==> src/rtl/core/dtp_pkg.sv <==
// ----------------------------------------------------------------------------
// Display test pattern package
// Shared constants, types and helper functions of the test pattern pipeline.
// ----------------------------------------------------------------------------
package dtp_pkg;

    localparam int unsigned CFG_W      = 11;
    localparam int unsigned POS_W      = 10;
    localparam int unsigned COLOR_W    = 24;
    localparam int unsigned DIVIDEND_W = 18;
    localparam int unsigned IDX_W      = 3;
    localparam int unsigned BAR_W      = 3;

    localparam logic [CFG_W-1:0] MAX_WIDTH  = CFG_W'(1024);
    localparam logic [CFG_W-1:0] MAX_HEIGHT = CFG_W'(1024);

    localparam logic [IDX_W-1:0] REG_FRAME_WIDTH  = 3'd0;
    localparam logic [IDX_W-1:0] REG_FRAME_HEIGHT = 3'd1;
    localparam logic [IDX_W-1:0] REG_PATTERN_MODE = 3'd2;
    localparam logic [IDX_W-1:0] REG_SOLID_COLOR  = 3'd3;
    localparam logic [IDX_W-1:0] REG_PIXEL_FORMAT = 3'd4;

    localparam logic [1:0] MODE_BARS   = 2'd0;
    localparam logic [1:0] MODE_GREY   = 2'd1;
    localparam logic [1:0] MODE_SOLID  = 2'd2;
    localparam logic [1:0] MODE_UNUSED = 2'd3;

    localparam logic FMT_RGB565 = 1'b0;
    localparam logic FMT_RGB888 = 1'b1;

    localparam logic [CFG_W-1:0]   RST_FRAME_WIDTH  = CFG_W'(240);
    localparam logic [CFG_W-1:0]   RST_FRAME_HEIGHT = CFG_W'(240);
    localparam logic [COLOR_W-1:0] RST_SOLID_COLOR  = 24'hFF0000;

    localparam logic [15:0] RGB565_BAR_MASK = 16'hFFDF;
    localparam logic [7:0]  MASK_5BIT       = 8'hF8;
    localparam logic [7:0]  MASK_6BIT       = 8'hFC;
    localparam logic [7:0]  CHAN_FULL       = 8'hFF;
    localparam logic [7:0]  CHAN_GREY       = 8'h77;
    localparam logic [7:0]  GREY_FACTOR     = 8'd119;

    typedef struct packed {
        logic [CFG_W-1:0]   frame_width;
        logic [CFG_W-1:0]   frame_height;
        logic [1:0]         pattern_mode;
        logic [COLOR_W-1:0] solid_color;
        logic               pixel_format;
    } t_cfg;

    typedef struct packed {
        logic [BAR_W-1:0] bar;
        logic             in_bar;
        logic             sat;
        logic             wz;
        logic [7:0]       grey;
    } t_pix;

    typedef struct packed {
        logic [POS_W-1:0] rem;
        logic [7:0]       lo;
        logic [7:0]       quo;
    } t_div;

    typedef struct packed {
        t_pix pix;
        t_div d255;
        t_div d119;
    } t_stage;

    function automatic logic [CFG_W-1:0] clamp_dim(input logic [CFG_W-1:0] v,
                                                   input logic [CFG_W-1:0] lim);
        return (v > lim) ? lim : v;
    endfunction

    function automatic t_div div_step(input t_div s, input logic [CFG_W-1:0] w);
        logic [CFG_W-1:0] t;
        t_div             r;
        t = {s.rem, s.lo[7]};
        r.lo = {s.lo[6:0], 1'b0};
        if (t >= w) begin
            r.rem = POS_W'(t - w);
            r.quo = {s.quo[6:0], 1'b1};
        end else begin
            r.rem = POS_W'(t);
            r.quo = {s.quo[6:0], 1'b0};
        end
        return r;
    endfunction

    function automatic logic [COLOR_W-1:0] bar_color(input logic [BAR_W-1:0] idx);
        case (idx)
            3'd0:    return 24'hFFFFFF;
            3'd1:    return 24'h777777;
            3'd2:    return 24'hFF0000;
            3'd3:    return 24'h00FF00;
            3'd4:    return 24'h0000FF;
            3'd5:    return 24'h00FFFF;
            3'd6:    return 24'hFF00FF;
            3'd7:    return 24'hFFFF00;
            default: return 24'h000000;
        endcase
    endfunction

    function automatic logic [COLOR_W-1:0] pack_pixel(input logic [COLOR_W-1:0] rgb,
                                                      input logic fmt);
        logic [7:0] r;
        logic [7:0] g;
        logic [7:0] b;
        r = rgb[23:16];
        g = rgb[15:8];
        b = rgb[7:0];
        if (fmt == FMT_RGB565) begin
            return {8'h00, r[7:3], g[7:2], b[7:3]};
        end
        return rgb;
    endfunction

endpackage

==> src/rtl/core/dtp_front.sv <==
// ----------------------------------------------------------------------------
// Test pattern front stage
// Finds the bar of the row, the ramp flags and the two divider dividends.
// ----------------------------------------------------------------------------
module dtp_front (
    input  logic                       i_clk,
    input  logic                       i_rst_n,
    input  logic                       i_en,
    input  logic                       i_valid,
    input  logic [dtp_pkg::POS_W-1:0]  i_pos_x,
    input  logic [dtp_pkg::POS_W-1:0]  i_pos_y,
    input  dtp_pkg::t_cfg              i_cfg,
    output logic                       o_valid,
    output dtp_pkg::t_stage            o_stage
);

    logic [dtp_pkg::CFG_W-1:0]      w;
    logic [dtp_pkg::CFG_W-1:0]      h;
    logic [7:0]                     bar_h;
    logic [8:1]                     ge;
    logic [dtp_pkg::BAR_W-1:0]      bar;
    logic [dtp_pkg::DIVIDEND_W-1:0] d255;
    logic [dtp_pkg::DIVIDEND_W-1:0] d119;
    dtp_pkg::t_stage                n_stage;
    dtp_pkg::t_stage                r_stage;
    logic                           r_valid;

    always_comb begin
        w     = dtp_pkg::clamp_dim(i_cfg.frame_width, dtp_pkg::MAX_WIDTH);
        h     = dtp_pkg::clamp_dim(i_cfg.frame_height, dtp_pkg::MAX_HEIGHT);
        bar_h = h[10:3];
        for (int k = 1; k <= 8; k++) begin
            ge[k] = {1'b0, i_pos_y} >= (dtp_pkg::CFG_W'(k) * dtp_pkg::CFG_W'(bar_h));
        end
        bar = '0;
        for (int k = 1; k <= 7; k++) begin
            if (ge[k]) begin
                bar = dtp_pkg::BAR_W'(k);
            end
        end
        d255 = {i_pos_x, 8'h00} - dtp_pkg::DIVIDEND_W'(i_pos_x);
        d119 = dtp_pkg::DIVIDEND_W'(i_pos_x) * dtp_pkg::DIVIDEND_W'(dtp_pkg::GREY_FACTOR);

        n_stage.pix.bar    = bar;
        n_stage.pix.in_bar = (bar_h != 8'd0) && !ge[8];
        n_stage.pix.sat    = {1'b0, i_pos_x} >= w;
        n_stage.pix.wz     = (w == '0);
        n_stage.pix.grey   = i_pos_y[7:0];
        n_stage.d255.rem   = d255[17:8];
        n_stage.d255.lo    = d255[7:0];
        n_stage.d255.quo   = '0;
        n_stage.d119.rem   = d119[17:8];
        n_stage.d119.lo    = d119[7:0];
        n_stage.d119.quo   = '0;
    end

    always_ff @(posedge i_clk) begin
        if (!i_rst_n) begin
            r_valid <= 1'b0;
        end else if (i_en) begin
            r_valid <= i_valid;
        end
    end

    always_ff @(posedge i_clk) begin
        if (i_en) begin
            r_stage <= n_stage;
        end
    end

    assign o_valid = r_valid;
    assign o_stage = r_stage;

endmodule

==> src/rtl/core/dtp_div_stage.sv <==
// ----------------------------------------------------------------------------
// Test pattern divider stage
// Two restoring division steps for each of the two ramp quotients.
// ----------------------------------------------------------------------------
module dtp_div_stage (
    input  logic                      i_clk,
    input  logic                      i_rst_n,
    input  logic                      i_en,
    input  logic                      i_valid,
    input  dtp_pkg::t_stage           i_stage,
    input  logic [dtp_pkg::CFG_W-1:0] i_width,
    output logic                      o_valid,
    output dtp_pkg::t_stage           o_stage
);

    logic [dtp_pkg::CFG_W-1:0] w;
    dtp_pkg::t_stage           n_stage;
    dtp_pkg::t_stage           r_stage;
    logic                      r_valid;

    always_comb begin
        w            = dtp_pkg::clamp_dim(i_width, dtp_pkg::MAX_WIDTH);
        n_stage.pix  = i_stage.pix;
        n_stage.d255 = dtp_pkg::div_step(dtp_pkg::div_step(i_stage.d255, w), w);
        n_stage.d119 = dtp_pkg::div_step(dtp_pkg::div_step(i_stage.d119, w), w);
    end

    always_ff @(posedge i_clk) begin
        if (!i_rst_n) begin
            r_valid <= 1'b0;
        end else if (i_en) begin
            r_valid <= i_valid;
        end
    end

    always_ff @(posedge i_clk) begin
        if (i_en) begin
            r_stage <= n_stage;
        end
    end

    assign o_valid = r_valid;
    assign o_stage = r_stage;

endmodule

==> src/rtl/core/dtp_out.sv <==
// ----------------------------------------------------------------------------
// Test pattern output stage
// Selects the pattern color, packs it and holds the result register.
// ----------------------------------------------------------------------------
module dtp_out (
    input  logic                        i_clk,
    input  logic                        i_rst_n,
    input  logic                        i_en,
    input  logic                        i_valid,
    input  dtp_pkg::t_stage             i_stage,
    input  dtp_pkg::t_cfg               i_cfg,
    output logic                        o_valid,
    output logic [dtp_pkg::COLOR_W-1:0] o_pixel_word,
    output logic                        o_in_pattern
);

    logic [dtp_pkg::COLOR_W-1:0] base;
    logic [dtp_pkg::COLOR_W-1:0] ramped;
    logic [dtp_pkg::COLOR_W-1:0] bar_word;
    logic [7:0]                  c;
    logic [dtp_pkg::COLOR_W-1:0] n_word;
    logic                        n_inside;
    logic [dtp_pkg::COLOR_W-1:0] r_word;
    logic                        r_inside;
    logic                        r_valid;

    always_comb begin
        base = dtp_pkg::bar_color(i_stage.pix.bar);
        for (int ch = 0; ch < 3; ch++) begin
            c = base[ch*8 +: 8];
            if (i_stage.pix.wz) begin
                ramped[ch*8 +: 8] = 8'h00;
            end else if (i_stage.pix.sat) begin
                ramped[ch*8 +: 8] = c;
            end else if (c == dtp_pkg::CHAN_FULL) begin
                ramped[ch*8 +: 8] = i_stage.d255.quo;
            end else if (c == dtp_pkg::CHAN_GREY) begin
                ramped[ch*8 +: 8] = i_stage.d119.quo;
            end else begin
                ramped[ch*8 +: 8] = 8'h00;
            end
        end
        bar_word = dtp_pkg::pack_pixel(ramped, i_cfg.pixel_format);
        if (i_cfg.pixel_format == dtp_pkg::FMT_RGB565) begin
            bar_word[15:0] = bar_word[15:0] & dtp_pkg::RGB565_BAR_MASK;
        end

        case (i_cfg.pattern_mode)
            dtp_pkg::MODE_BARS: begin
                n_word   = i_stage.pix.in_bar ? bar_word : '0;
                n_inside = i_stage.pix.in_bar;
            end
            dtp_pkg::MODE_GREY: begin
                n_word   = dtp_pkg::pack_pixel({3{i_stage.pix.grey}}, i_cfg.pixel_format);
                n_inside = 1'b1;
            end
            dtp_pkg::MODE_SOLID: begin
                n_word   = dtp_pkg::pack_pixel(i_cfg.solid_color, i_cfg.pixel_format);
                n_inside = 1'b1;
            end
            default: begin
                n_word   = '0;
                n_inside = 1'b0;
            end
        endcase
    end

    always_ff @(posedge i_clk) begin
        if (!i_rst_n) begin
            r_valid <= 1'b0;
        end else if (i_en) begin
            r_valid <= i_valid;
        end
    end

    always_ff @(posedge i_clk) begin
        if (i_en) begin
            r_word   <= n_word;
            r_inside <= n_inside;
        end
    end

    assign o_valid      = r_valid;
    assign o_pixel_word = r_word;
    assign o_in_pattern = r_inside;

endmodule

==> src/rtl/core/display_test_pattern_pixel.sv <==
// ----------------------------------------------------------------------------
// Display test pattern pixel generator
// Returns the color bar, grey ramp or solid fill pixel for a pixel position.
// ----------------------------------------------------------------------------
// The block takes one pixel position per clock and returns its pixel
// through a six-stage pipeline: a front stage that finds the bar and the
// ramp dividends, four stages of a radix-4 restoring divider that forms the
// horizontal ramp, and an output register that selects and packs the color.
// Throughput is one transaction per clock whenever the output side takes
// results. Each stage fills its empty slot, so input transactions are
// accepted until the pipeline is full while a result waits. Configuration
// writes are always accepted and must only be made while no pixel is in
// flight.
module display_test_pattern_pixel (
    input  logic                        i_clk,
    input  logic                        i_rst_n,
    input  logic                        i_in_valid,
    output logic                        o_in_ready,
    input  logic [dtp_pkg::POS_W-1:0]   i_pos_x,
    input  logic [dtp_pkg::POS_W-1:0]   i_pos_y,
    output logic                        o_out_valid,
    input  logic                        i_out_ready,
    output logic [dtp_pkg::COLOR_W-1:0] o_pixel_word,
    output logic                        o_in_pattern,
    input  logic                        i_cfg_valid,
    output logic                        o_cfg_ready,
    input  logic [dtp_pkg::IDX_W-1:0]   i_cfg_index,
    input  logic [dtp_pkg::COLOR_W-1:0] i_cfg_data
);

    localparam int unsigned DIV_STAGES = 4;

    dtp_pkg::t_cfg   r_cfg;
    dtp_pkg::t_stage stage [DIV_STAGES+1];
    logic            valid [DIV_STAGES+1];
    logic            en    [DIV_STAGES+2];

    always_ff @(posedge i_clk) begin
        if (!i_rst_n) begin
            r_cfg.frame_width  <= dtp_pkg::RST_FRAME_WIDTH;
            r_cfg.frame_height <= dtp_pkg::RST_FRAME_HEIGHT;
            r_cfg.pattern_mode <= dtp_pkg::MODE_BARS;
            r_cfg.solid_color  <= dtp_pkg::RST_SOLID_COLOR;
            r_cfg.pixel_format <= dtp_pkg::FMT_RGB565;
        end else if (i_cfg_valid) begin
            case (i_cfg_index)
                dtp_pkg::REG_FRAME_WIDTH:  r_cfg.frame_width  <= i_cfg_data[10:0];
                dtp_pkg::REG_FRAME_HEIGHT: r_cfg.frame_height <= i_cfg_data[10:0];
                dtp_pkg::REG_PATTERN_MODE: r_cfg.pattern_mode <= i_cfg_data[1:0];
                dtp_pkg::REG_SOLID_COLOR:  r_cfg.solid_color  <= i_cfg_data;
                dtp_pkg::REG_PIXEL_FORMAT: r_cfg.pixel_format <= i_cfg_data[0];
                default: begin
                end
            endcase
        end
    end

    assign o_cfg_ready = 1'b1;

    always_comb begin
        en[DIV_STAGES+1] = !o_out_valid || i_out_ready;
        for (int s = DIV_STAGES; s >= 0; s--) begin
            en[s] = !valid[s] || en[s+1];
        end
    end

    assign o_in_ready = en[0];

    dtp_front u_front (
        .i_clk   (i_clk),
        .i_rst_n (i_rst_n),
        .i_en    (en[0]),
        .i_valid (i_in_valid),
        .i_pos_x (i_pos_x),
        .i_pos_y (i_pos_y),
        .i_cfg   (r_cfg),
        .o_valid (valid[0]),
        .o_stage (stage[0])
    );

    for (genvar g = 0; g < DIV_STAGES; g++) begin : g_div
        dtp_div_stage u_div (
            .i_clk   (i_clk),
            .i_rst_n (i_rst_n),
            .i_en    (en[g+1]),
            .i_valid (valid[g]),
            .i_stage (stage[g]),
            .i_width (r_cfg.frame_width),
            .o_valid (valid[g+1]),
            .o_stage (stage[g+1])
        );
    end

    dtp_out u_out (
        .i_clk        (i_clk),
        .i_rst_n      (i_rst_n),
        .i_en         (en[DIV_STAGES+1]),
        .i_valid      (valid[DIV_STAGES]),
        .i_stage      (stage[DIV_STAGES]),
        .i_cfg        (r_cfg),
        .o_valid      (o_out_valid),
        .o_pixel_word (o_pixel_word),
        .o_in_pattern (o_in_pattern)
    );

    a_full_stall: assert property (@(posedge i_clk) disable iff (!i_rst_n)
        (o_out_valid && !i_out_ready && valid[0] && valid[1] && valid[2]
         && valid[3] && valid[4]) |-> !o_in_ready)
        else $error("full stalled pipeline still accepts input");

    a_unused_mode: assert property (@(posedge i_clk) disable iff (!i_rst_n)
        (o_out_valid && r_cfg.pattern_mode == dtp_pkg::MODE_UNUSED)
        |-> (!o_in_pattern && o_pixel_word == '0))
        else $error("unused mode gave a pattern pixel");

    a_fill_modes: assert property (@(posedge i_clk) disable iff (!i_rst_n)
        (o_out_valid && (r_cfg.pattern_mode == dtp_pkg::MODE_GREY
                         || r_cfg.pattern_mode == dtp_pkg::MODE_SOLID))
        |-> o_in_pattern)
        else $error("fill mode pixel outside pattern");

    a_rgb565_width: assert property (@(posedge i_clk) disable iff (!i_rst_n)
        (o_out_valid && r_cfg.pixel_format == dtp_pkg::FMT_RGB565)
        |-> (o_pixel_word[23:16] == 8'h00))
        else $error("RGB565 pixel has upper byte set");

    a_outside_zero: assert property (@(posedge i_clk) disable iff (!i_rst_n)
        (o_out_valid && !o_in_pattern) |-> (o_pixel_word == '0))
        else $error("pixel outside pattern is not zero");

endmodule
==> config.mk <==
export PLATFORM = sky130hd
export DESIGN_NAME = display_test_pattern_pixel
export DESIGN_NICKNAME = d
export VERILOG_FILES = /design/src/rtl/core/dtp_pkg.sv /design/src/rtl/core/dtp_front.sv /design/src/rtl/core/dtp_div_stage.sv /design/src/rtl/core/dtp_out.sv /design/src/rtl/core/display_test_pattern_pixel.sv
export SDC_FILE = /design/constraint.sdc
export NUM_CORES = 1
export LEC_CHECK = 0
export BUFFER_PORTS_ARGS = -buffer_cell sky130_fd_sc_hd__buf_2
export CAP_MARGIN = 20
export CORE_MARGIN = 1.5
export CORE_UTILIZATION = 60
export CTS_BUF_LIST = sky130_fd_sc_hd__clkbuf_8
export CTS_CLUSTER_SIZE = 10
export DETAILED_ROUTE_END_ITERATION = 6
export GPL_TIMING_DRIVEN = 0
export PLACE_DENSITY = 0.77
export SETUP_SLACK_MARGIN = 0.02
export SYNTH_ARGS = -nofsm -noshare
export SYNTH_HDL_FRONTEND = slang
export SYNTH_SLANG_ARGS = --single-unit
==> constraint.sdc <==
create_clock -name i_clk -period 7 [get_ports i_clk]
set_input_delay 0 -clock i_clk [delete_from_list [all_inputs] [get_ports i_clk]]
set_output_delay 0 -clock i_clk [all_outputs]
set_load 0.005 [all_outputs]
==> metrics.md <==
| Metric | Value |
|---|---|
| Detailed router's first-iteration violation count | 1194 |
| WP depth | 19 |
| Syn Inst Count | 2296 |
| Fillers | 2844 |
| Drt via density | 6.04 |
| DP HPWL | 42000 µm |
| Hold WS | 117 ps |
| Failing checks | design-rule violations |
| EDFF count, synth | 246 |
| Switching share of power | 40.5% |
| Chip width | 202 µm |
| Routed len/inst | 18.6 µm |
| Tightest Pin Transition | 1110 ps |
| Dominant cell type by area after synthesis | edfxtp_1 |
| Die area | 0.0407 mm² |
| Final TNS setup | 0 ps |
| Core Box Area | 0.0388 mm² |
| Worst setup EP type | flop |
| CP startpoint kind | flop |
| Max cap viols | 0 |
| Top cells by area, synth | edfxtp_1, ha_1, mux2_2, dfxtp_1, fa_1 |
| Fmax | 153 MHz |
| Hold Path Class | in -> reg |
| Syn_nets | 2735 |
| Critical Path, Cell by Cell | inv_1 -> clkbuf_2 -> buf_8 -> nand2_1 -> ha_1 -> nand2_1 -> o21ai_0 -> o21ai_1 -> clkbuf_1 -> o21ai_0 -> ha_1 -> nor2b_1 -> nor3_1 -> o21bai_1 -> o41ai_1 -> o21a_1 -> a21oi_1 -> buf_1 -> mux2_2 |
| Pin count of the biggest net entering global routing | 49 |
| Clock network power share | 12.4% |
| Yosys top cell area share | 31.2% |
| Number of global-route vias before repair | 18800 |
| Row Count | 72 |
| Async SR Flop Fraction | 0% |
| Non-filler instance count after layout | 3063 |
| Port bufs | 77 |
| Layout area overhead | 12.6% |
| Worst Skew | 37.3 ps |
| Placed Cells | 2902 |
| DR pass1 iterations | 7 |
| Internal power | 6.95 mW |
| Crit path max fanout | 17 |
| Worst-case clock buffer depth | 3 |
| R2R cell count | 19 |
| Pre-CTS WS | -72.7 ps |
| Top Ports | 80 |
| GP Congestion | 0.936 |
| WL final | 57100 µm |
| First-pass GRT wire length | 92500 µm |
| Sequential fraction of design power | 25.7% |
| Final Util | 68.6% |
| Status | finished, violations left |
| Die Height | 202 µm |
| Count of final setup violators | 0 |
| Initial antenna violation count | 1 |
| Yosys warns | 0 |
| Clock Tree Root | clkbuf_8 |
| VDD IR-drop max | 264 µV |
| Worst-path clk slew | 70 ps |
| Buf+Inv Stages, Crit Path | 5 |
| Critical Path AT | 6900 ps |
| Synth Cell Area | 0.0237 mm² |
| Cell variety after synth | 76 |
| Hold path cells | 4 |
| Count of pins over their slew limit | 0 |
| Slowest CP cell | nand2_1 |
| Initial core utilization | 61.0% |
| Combinational power share | 61.8% |
| GRT Total Usage | 28.2% |
| Final #Nets | 2947 |
| R2R Setup Slk | 460 ps |
| Layout cells sized above 1 | 12.4% |
| Sequential share of the synthesized area | 36.1% |
| CP required | 7360 ps |
| Worst-Skew Late Latency | 640 ps |
| Critical path class | reg -> reg |
| NetSw | 4.74 mW |
| Cell Pwr Density | 439 mW/mm² |
| CTS Buf Count | 49 |
| Residual DRC | 1 |
| Final count of hold timing violations | 0 |
| Routed Antenna Nets | 0 |
| CP max stage delay | 690 ps |
| FF+latch count, synth | 304 |
| Family with the most delay on the worst path | compound AO/OA/AOI/OAI gates |
| RSZ-0062 raised after global routing | no |
| Leakage | 11.3 nW |
| Max_slew headroom | 25.7% |
| Fin crit period | 6540 ps |
| Final period util | 93.4% |
| Main synth FF type | edfxtp_1 |
| Clock sinks | 304 |
| H-tree Lvls | 2 |
| Global route overflow | 0 |
| Syn Area/Cell | 10.3 µm² |
| Via count | 18500 |
| CTS tree | built |
| Final worst slack | 463 ps |
[layout by cell type, fill, tap and decap left out, types with 8 or more instances in the layout]
| master | instances |
|---|---|
| a211oi_1 | 20 |
| a21boi_0 | 32 |
| a21o_1 | 51 |
| a21oi_1 | 155 |
| a221oi_1 | 12 |
| a22oi_1 | 17 |
| a31oi_1 | 15 |
| buf_2 | 83 |
| clkbuf_1 | 41 |
| clkbuf_8 | 49 |
| clkinv_1 | 10 |
| dfxtp_1 | 58 |
| dlygate4sd3_1 | 70 |
| edfxtp_1 | 246 |
| fa_1 | 52 |
| ha_1 | 335 |
| inv_1 | 151 |
| mux2_2 | 121 |
| mux2i_1 | 18 |
| nand2_1 | 208 |
| nand2b_1 | 32 |
| nand3_1 | 40 |
| nand4_1 | 27 |
| nor2_1 | 121 |
| nor2b_1 | 36 |
| nor3_1 | 26 |
| nor3b_1 | 8 |
| nor4_1 | 10 |
| o211ai_1 | 11 |
| o21a_1 | 55 |
| o21ai_0 | 104 |
| o21bai_1 | 19 |
| o22ai_1 | 8 |
| o31a_1 | 9 |
| o31ai_1 | 10 |
| or2_2 | 11 |
| xnor2_1 | 95 |
| xor2_1 | 40 |
[state kept, by name (all words and copies together) (netlist names)]
register / count
u_out.o_valid: 1
u_front.o_stage: 47
u_front.o_valid: 1
u_out.o_in_pattern: 1
u_out.o_pixel_word: 24
g_div.u_div.o_stage: 174
g_div.u_div.o_valid: 4
r_cfg: 46
u_out.base: 6
[area by class of cell]
| type | count | area (µm²) | share of cell area [%] |
|---|---|---|---|
| clock buffers | 49 | 674 | 2.53 |
| multi-input cells | 1801 | 14400 | 54.1 |
| plain buffers | 50 | 200 | 0.751 |
| well taps | 518 | 648 | 2.43 |
| inverters | 141 | 529 | 1.99 |
| flip-flops and latches | 304 | 8550 | 32.1 |
| repair buffers | 161 | 1390 | 5.21 |
| diodes | 1 | 2.50 | 0.00939 |
| clock inverters | 38 | 244 | 0.915 |
[path summary, 6_finish.rpt]
kind / from / endpoint
worst max-delay path: r_cfg[48] / g_div[2].u_div.o_stage[19]
worst min-delay path: i_cfg_data[23] / r_cfg[24]
worst max register to register: r_cfg[48] / g_div[2].u_div.o_stage[19]
worst min register to register: u_front.o_stage[60] / g_div[0].u_div.o_stage[60]
[what timing repair did]
action	CTS	global route
buffers inserted	0	0
hold buffers	70	0
setup endpoints to repair	16	30
hold endpoints to repair	72	0
resized for setup	2	5
[power groups by stage]
stage	combinational [mW]	sequential, mW	clock [mW]
finish	7.23	3.01	1.45
global route	7.98	3.05	1.56
CTS	7.12	3.01	1.48
detailed placement	7.02	3.04	0
global placement	6.73	3.02	0
floorplan	5.66	2.94	0
[cell families (layout without fill, tap and decap cells)]
kind of cell	Yosys count	count (layout)	synth area share, %
xor+xnor	135	135	5.00
compound gates	580	580	16.2
flops	304	304	36.1
buf+inv	191	439	3.08
mux	139	139	6.52
other cells	1	2	0.0158
fa+ha+maj	387	387	22.1
simple gates	559	559	11.0
[stage by stage]
step | total power, mW | cell area [µm²]
finish | 11.7 | 26700
global route | 12.6 | 26700
CTS | 11.6 | 26600
detailed placement | 10.1 | 25000
global placement | 9.75 | 24700
floorplan | 8.60 | 23700
[metal layers]
metal	vias to the layer above	track usage, %	share of wire [%]
met5	-	0	0
met4	0	11.3	3.6
met3	158	3.95	5.7
met2	633	48.6	48
met1	8760	35.7	43
li1	8936	-	-
[worst register-to-register path, stage by stage, from the launching register on]
cell and delay [ps]:
dfxtp_1 450, inv_1 190, clkbuf_2 310, buf_8 220, nand2_1 690, ha_1 640, nand2_1 80, o21ai_0 270
o21ai_1 230, clkbuf_1 260, o21ai_0 500, ha_1 360, nor2b_1 160, nor3_1 220, o21bai_1 140, o41ai_1 520
o21a_1 260, a21oi_1 90, buf_1 300, mux2_2 380
[cell usage after synthesis (15+ instances only)]
library cell	number
a211oi_1	20
a21boi_0	32
a21o_1	51
a21oi_1	155
a22oi_1	17
a31oi_1	15
clkbuf_1	42
dfxtp_1	58
edfxtp_1	246
fa_1	52
ha_1	335
inv_1	137
mux2_2	121
mux2i_1	18
nand2_1	215
nand2b_1	32
nand3_1	40
nand4_1	27
nor2_1	121
nor2b_1	37
nor3_1	26
o21a_1	55
o21ai_0	105
o21bai_1	19
xnor2_1	95
xor2_1	40
No activity file was read; power rests on OpenSTA's default activity.
